==> src/rtl/core/fsvs_ram.sv <==
`default_nettype none
module fsvs_ram #(
  parameter int WIDTH = 32,
  parameter int DEPTH = 16
) (
  input  wire logic                                      clk,
  input  wire logic                                      we,
  input  wire logic [((DEPTH > 1) ? $clog2(DEPTH) : 1)-1:0] waddr,
  input  wire logic [WIDTH-1:0]                          wdata,
  input  wire logic [((DEPTH > 1) ? $clog2(DEPTH) : 1)-1:0] raddr,
  output logic      [WIDTH-1:0]                          rdata
);

  logic [WIDTH-1:0] mem [DEPTH];

  always_ff @(posedge clk) begin
    if (we) begin
      mem[waddr] <= wdata;
    end
    rdata <= mem[raddr];
  end

endmodule
`default_nettype wire

==> config.mk <==
export PLATFORM = sky130hd
export DESIGN_NAME = fsvs_ram
export DESIGN_NICKNAME = d
export VERILOG_FILES = /design/src/rtl/core/fsvs_ram.sv
export SDC_FILE = /design/constraint.sdc
export NUM_CORES = 1
export LEC_CHECK = 0
export ABC_AREA = 0
export ABC_CLOCK_PERIOD_IN_PS = 4400
export CAP_MARGIN = 20
export CORE_MARGIN = 2
export CORE_UTILIZATION = 60
export CTS_CLUSTER_DIAMETER = 80
export CTS_CLUSTER_SIZE = 8
export DETAILED_ROUTE_END_ITERATION = 10
export DONT_BUFFER_PORTS = 1
export PLACE_DENSITY = 0.72
export SYNTH_ARGS = -nofsm -noshare
export SYNTH_HDL_FRONTEND = slang
export SYNTH_SLANG_ARGS = --single-unit
==> constraint.sdc <==
create_clock -name clk -period 4.4 [get_ports clk]
set_input_delay 0.88 -clock clk [delete_from_list [all_inputs] [get_ports clk]]
set_output_delay 0.88 -clock clk [all_outputs]
set_load 0.005 [all_outputs]
-- Word-level counts from Yosys, hierarchy flattened
Memories as Yosys holds them, arrays and structs flattened. A register that Yosys moved wholly into a read port is not among the register bits.
Index checks and enable logic that the tools add are counted.
- mux-type cells: 2
- operators with widths (operator ; count):
    $mux 1 ; 2
- output and inout port bits: 32
- logic and storage cells: 3
- memories kept: 1
- input port bits: 42
- memory bits (writable): 512
- flip-flop bits (word level): 0
- memories (name ; depth ; bits a word ; read ports ; clocked after memory_dff ; wr ports ; line ; text):
    mem ; 16 ; 32 ; 1 ; 1 ; 1 ; 14 ; logic [WIDTH-1:0] mem [DEPTH];

-- Depth between registers and ports, before layout
- depth after elaboration: 2
- mapped depth: 5
- gate-level depth less buffers: 3

-- Worst setup path before layout
No wires, ideal clock.
- path kind: input port to flip-flop
- start point: in waddr[2] (netlist name)
- end point: mem mem[0][0] (enable)
- cell stages on the path: 2
- arrival time: 3.598 ns
- required time: 3.939 ns
- path buffers: 0
- path slack: 0.340 ns
- cell sequence: or3b_2 -> nor3_1
- RTL lines (element ; line ; text):
    from (decl) ; 8 ; input wire logic [((DEPTH > 1) ? $clog2(DEPTH) : 1)-1:0] waddr,
    to (decl) ; 14 ;
No word-level cell before the write port.

-- Worst setup path in the final report
- start point: in waddr[2] (netlist name)
- end point: mem mem[1][25] (enable)
No word-level cell before the write port.

==> metrics.sh <==
ROUTE.DETAILED.VIAS_PER_INST=6.28
DIEWIDTH_UM=186
CTS-HTREE-LEVELS=3
POWERDENSITY_mW_PER_MM2=508
WORST_PATH_LARGEST_CELL_DELAY_NS=0.87
ROUTEDWLPERCELL_UM=28.9
GPL.FINAL_WEIGHTED_CONGESTION=0.724
FINALCLOCKSKEW_NS=0.0253
FINAL_ANTENNA_NET_COUNT=0
DESIGN.PORTCOUNT=74
DIE-AREA_MM2=0.0346
VDD.IR_DROP.WORST_V=0.000326
PATH_CELLS='or3b_2 > nor2_4'
GRT_OVERFLOW_TOTAL=0
CTS_TREE='built'
END_KIND='register'
HOLD_PATH.STARTPOINT='wdata[29]'
TOTAL_ROUTED_WIRE_LENGTH_ON_THE_MET1_LAYER_UM=15700
CRITICAL_PATH_ARRIVAL_NS=2.34
SYNTH.LIB_CELLS_USED.DISTINCT=18
POST_SYNTH_INSTANCE_AREA_MM2=0.0199
POST-ROUTE-PERIOD-UTIL_PCT=49.1
NNETSFINAL=932
SYNTH-SEQ-AREA-SHARE_PCT=80.7
PLACE.PORT_BUFFERS=0
CTS_ROOT_BUFFER='sky130_fd_sc_hd__clkbuf_16'
CRIT_FAMILY='simple AND/OR/NAND/NOR gates'
VIAS_AFTER_DETAILED_ROUTING=8719
HOLD_BUFFERS=0
POST_CTS_RESIZE_COUNT=0
TIMING.RR.START='mem[3][11]'
WIRE_LENGTH_OF_THE_FIRST_GLOBAL_ROUTING_PASS_UM=58800
STATUS='complete, no violations'
ACTUAL_SLEW_AT_THE_WORST_MAX_SLEW_PIN_NS=1.10
DIE_HEIGHT_UM=186
YOSYS_REGISTER_BITS=544
NUMBER_OF_WARNINGS_REPORTED_IN_THE_YOSYS_SYNTHESIS_LOG=0
WL_UM=40100
CLK_LATENCY_NS=0.58
TOTAL_POWER_mW=11.6
WORSTPATHREQUIRED_NS=4.58
MAX_CLOCK_FREQ_GHz=0.463
DRC_ERRORS=0
POST_LAYOUT_UTIL_PCT=70.2
GRT_START_MAX_NET_PINS=129
WORST_SETUP_PATH_STARTPOINT='waddr[2]'
NORMALIZED_MAX_SLEW_MARGIN_PCT=26.2
CTS_INSERTED_BUFFERS=77
POST_CTS_BUFFERS=0
INITIAL_STANDARD_CELL_UTILIZATION_OF_THE_CORE_PCT=61.0
WORST_PATH_BUFFER_PLUS_INVERTER_COUNT=0
POSTSYNTHNETCOUNT=880
DETAILEDROUTE.FIRSTPASSITERATIONCOUNT=5
POST-DP-HPWL_UM=19300
CP_LAUNCH_TYPE='input port'
FIRST_GLOBAL_VIAS=9520
CTS_SINKS=544
ANTENNA_VIOLATIONS_BEFORE_REPAIR=0
CLKTRANSATPATHREGS_NS=0.05
FIN_WORST_HOLD_SLACK_NS=0.393
DETAILEDROUTE.FIRSTITERATIONVIOLATIONS=786
WORST_HOLD_PATH_TYPE='in2reg'
PATH_MAX_FANOUT=32
PERIOD_NEEDED_NS=2.16
CRIT_TYPE='in2reg'
CORE_AREA_MM2=0.0325
FINAL_NUMBER_OF_MAX_TRANSITION_VIOLATIONS=0
FINAL-SETUP-VIOL-COUNT=0
TOTAL_LEAKAGE_POWER_nW=7.22
SYNTHESIS.AREA_PER_INSTANCE_UM2=23.7
CAP_VIOLATIONS=0
NUMBER_OF_ROWS_CREATED_AT_FLOORPLAN=66
MET2_WIRELENGTH_UM=20600
SETUP_TNS_NS=0
ANTENNA_CELLS_INSERTED=0
SYNTH_CELLS=838
GROUTE.USAGE.OVERALL_PCT=23.9
HOLD_VIOL_FINAL=0
CTS.PATH.MAX_BUFFERS=3
TOP_SIGNAL_LAYER_USED='met4'
SYNTHTOLAYOUTAREAGROWTH_PCT=15.1
LAYOUT-DRIVE-GT1-SHARE_PCT=26.2
SLOWEST_STAGE='sky130_fd_sc_hd__nor2_4'
GRT_SETUP_UNREPAIRED='no'
DETAILROUTE.WIRELENGTH.MET3_UM=2800
[worst paths after layout]
kind | end | slack, ns | depth (start not counted)
setup reg to reg | rdata[11] | 2.99 | 3
hold reg to reg | rdata[22] | 0.67 | 3
setup / recovery | mem[1][25] | 2.24 | 2
hold / removal | mem[2][29] | 0.39 | 0
[per-layer routing]
layer	track usage (%)	vias to the layer above
met4	8.38	0
li1	-	3685
met5	0	-
met2	39.2	403
met3	5.32	82
met1	32.2	4549
[cell type report]
class                      instances  area [um^2]
clock buffer                     132         2200
fill                            1900         9690
sequential                       544        16000
multi-input combinational        251         3750
tap                              442          553
timing repair buffer              16          290
clock inverter                     4         42.5
[synth_stat cells (all sizes together)]
cell type	count	area [um^2]
edfxtp	512	15400
mux4	128	2880
a22oi	64	480
nand2	33	124
dfxtp	32	641
buf	26	159
clkbuf	17	63.8
nor2	13	48.8
nor3	4	20.0
nand2b	2	12.5
nand3b	2	15.0
nor2b	2	12.5
and2	1	6.26
nand3	1	5.00
or3b	1	8.76
[metrics by stage]
stage | worst slack, ns | instances | area, um^2
after floorplan | 0.340 | 838 | 19900
after global placement | 1.73 | 1243 | 20400
after detailed placement | 1.65 | 1246 | 20400
after CTS | 2.24 | 1382 | 22700
after global routing | 2.16 | 1389 | 22800
final | 2.24 | 1389 | 22800
[state kept, by name, indices dropped and copies added, names as in the netlist]
signal,count
rdata,32
mem,512
[logic make-up after synthesis]
group           share of synthesized area [%]
mux                                      14.5
compound gates                           2.42
buf+inv                                  1.12
simple gates                             1.27
flops                                    80.7
[power breakdown]
group          total [mW]  switching, mW  internal, mW
Sequential           5.85         0.0453          5.81
Combinational       0.307          0.139         0.167
Clock                5.44           2.08          3.36
[layout by cell type, fill, tap and decap left out]
cell type                     n
sky130_fd_sc_hd__inv_6        3
sky130_fd_sc_hd__mux4_2     128
sky130_fd_sc_hd__dfxtp_1     32
sky130_fd_sc_hd__nand2_1     33
sky130_fd_sc_hd__nor2b_4      2
sky130_fd_sc_hd__buf_4        6
sky130_fd_sc_hd__and2_1       1
sky130_fd_sc_hd__buf_12       4
sky130_fd_sc_hd__clkinv_8     1
sky130_fd_sc_hd__edfxtp_1   512
sky130_fd_sc_hd__nor3_2       4
sky130_fd_sc_hd__nand3_1      1
sky130_fd_sc_hd__clkbuf_16   80
sky130_fd_sc_hd__nor2_4      13
sky130_fd_sc_hd__buf_16       6
sky130_fd_sc_hd__or3b_2       1
sky130_fd_sc_hd__nand3b_1     2
sky130_fd_sc_hd__nand2b_1     2
sky130_fd_sc_hd__clkbuf_1    52
sky130_fd_sc_hd__a22oi_1     64
No activity file was read; power rests on OpenSTA's default activity.
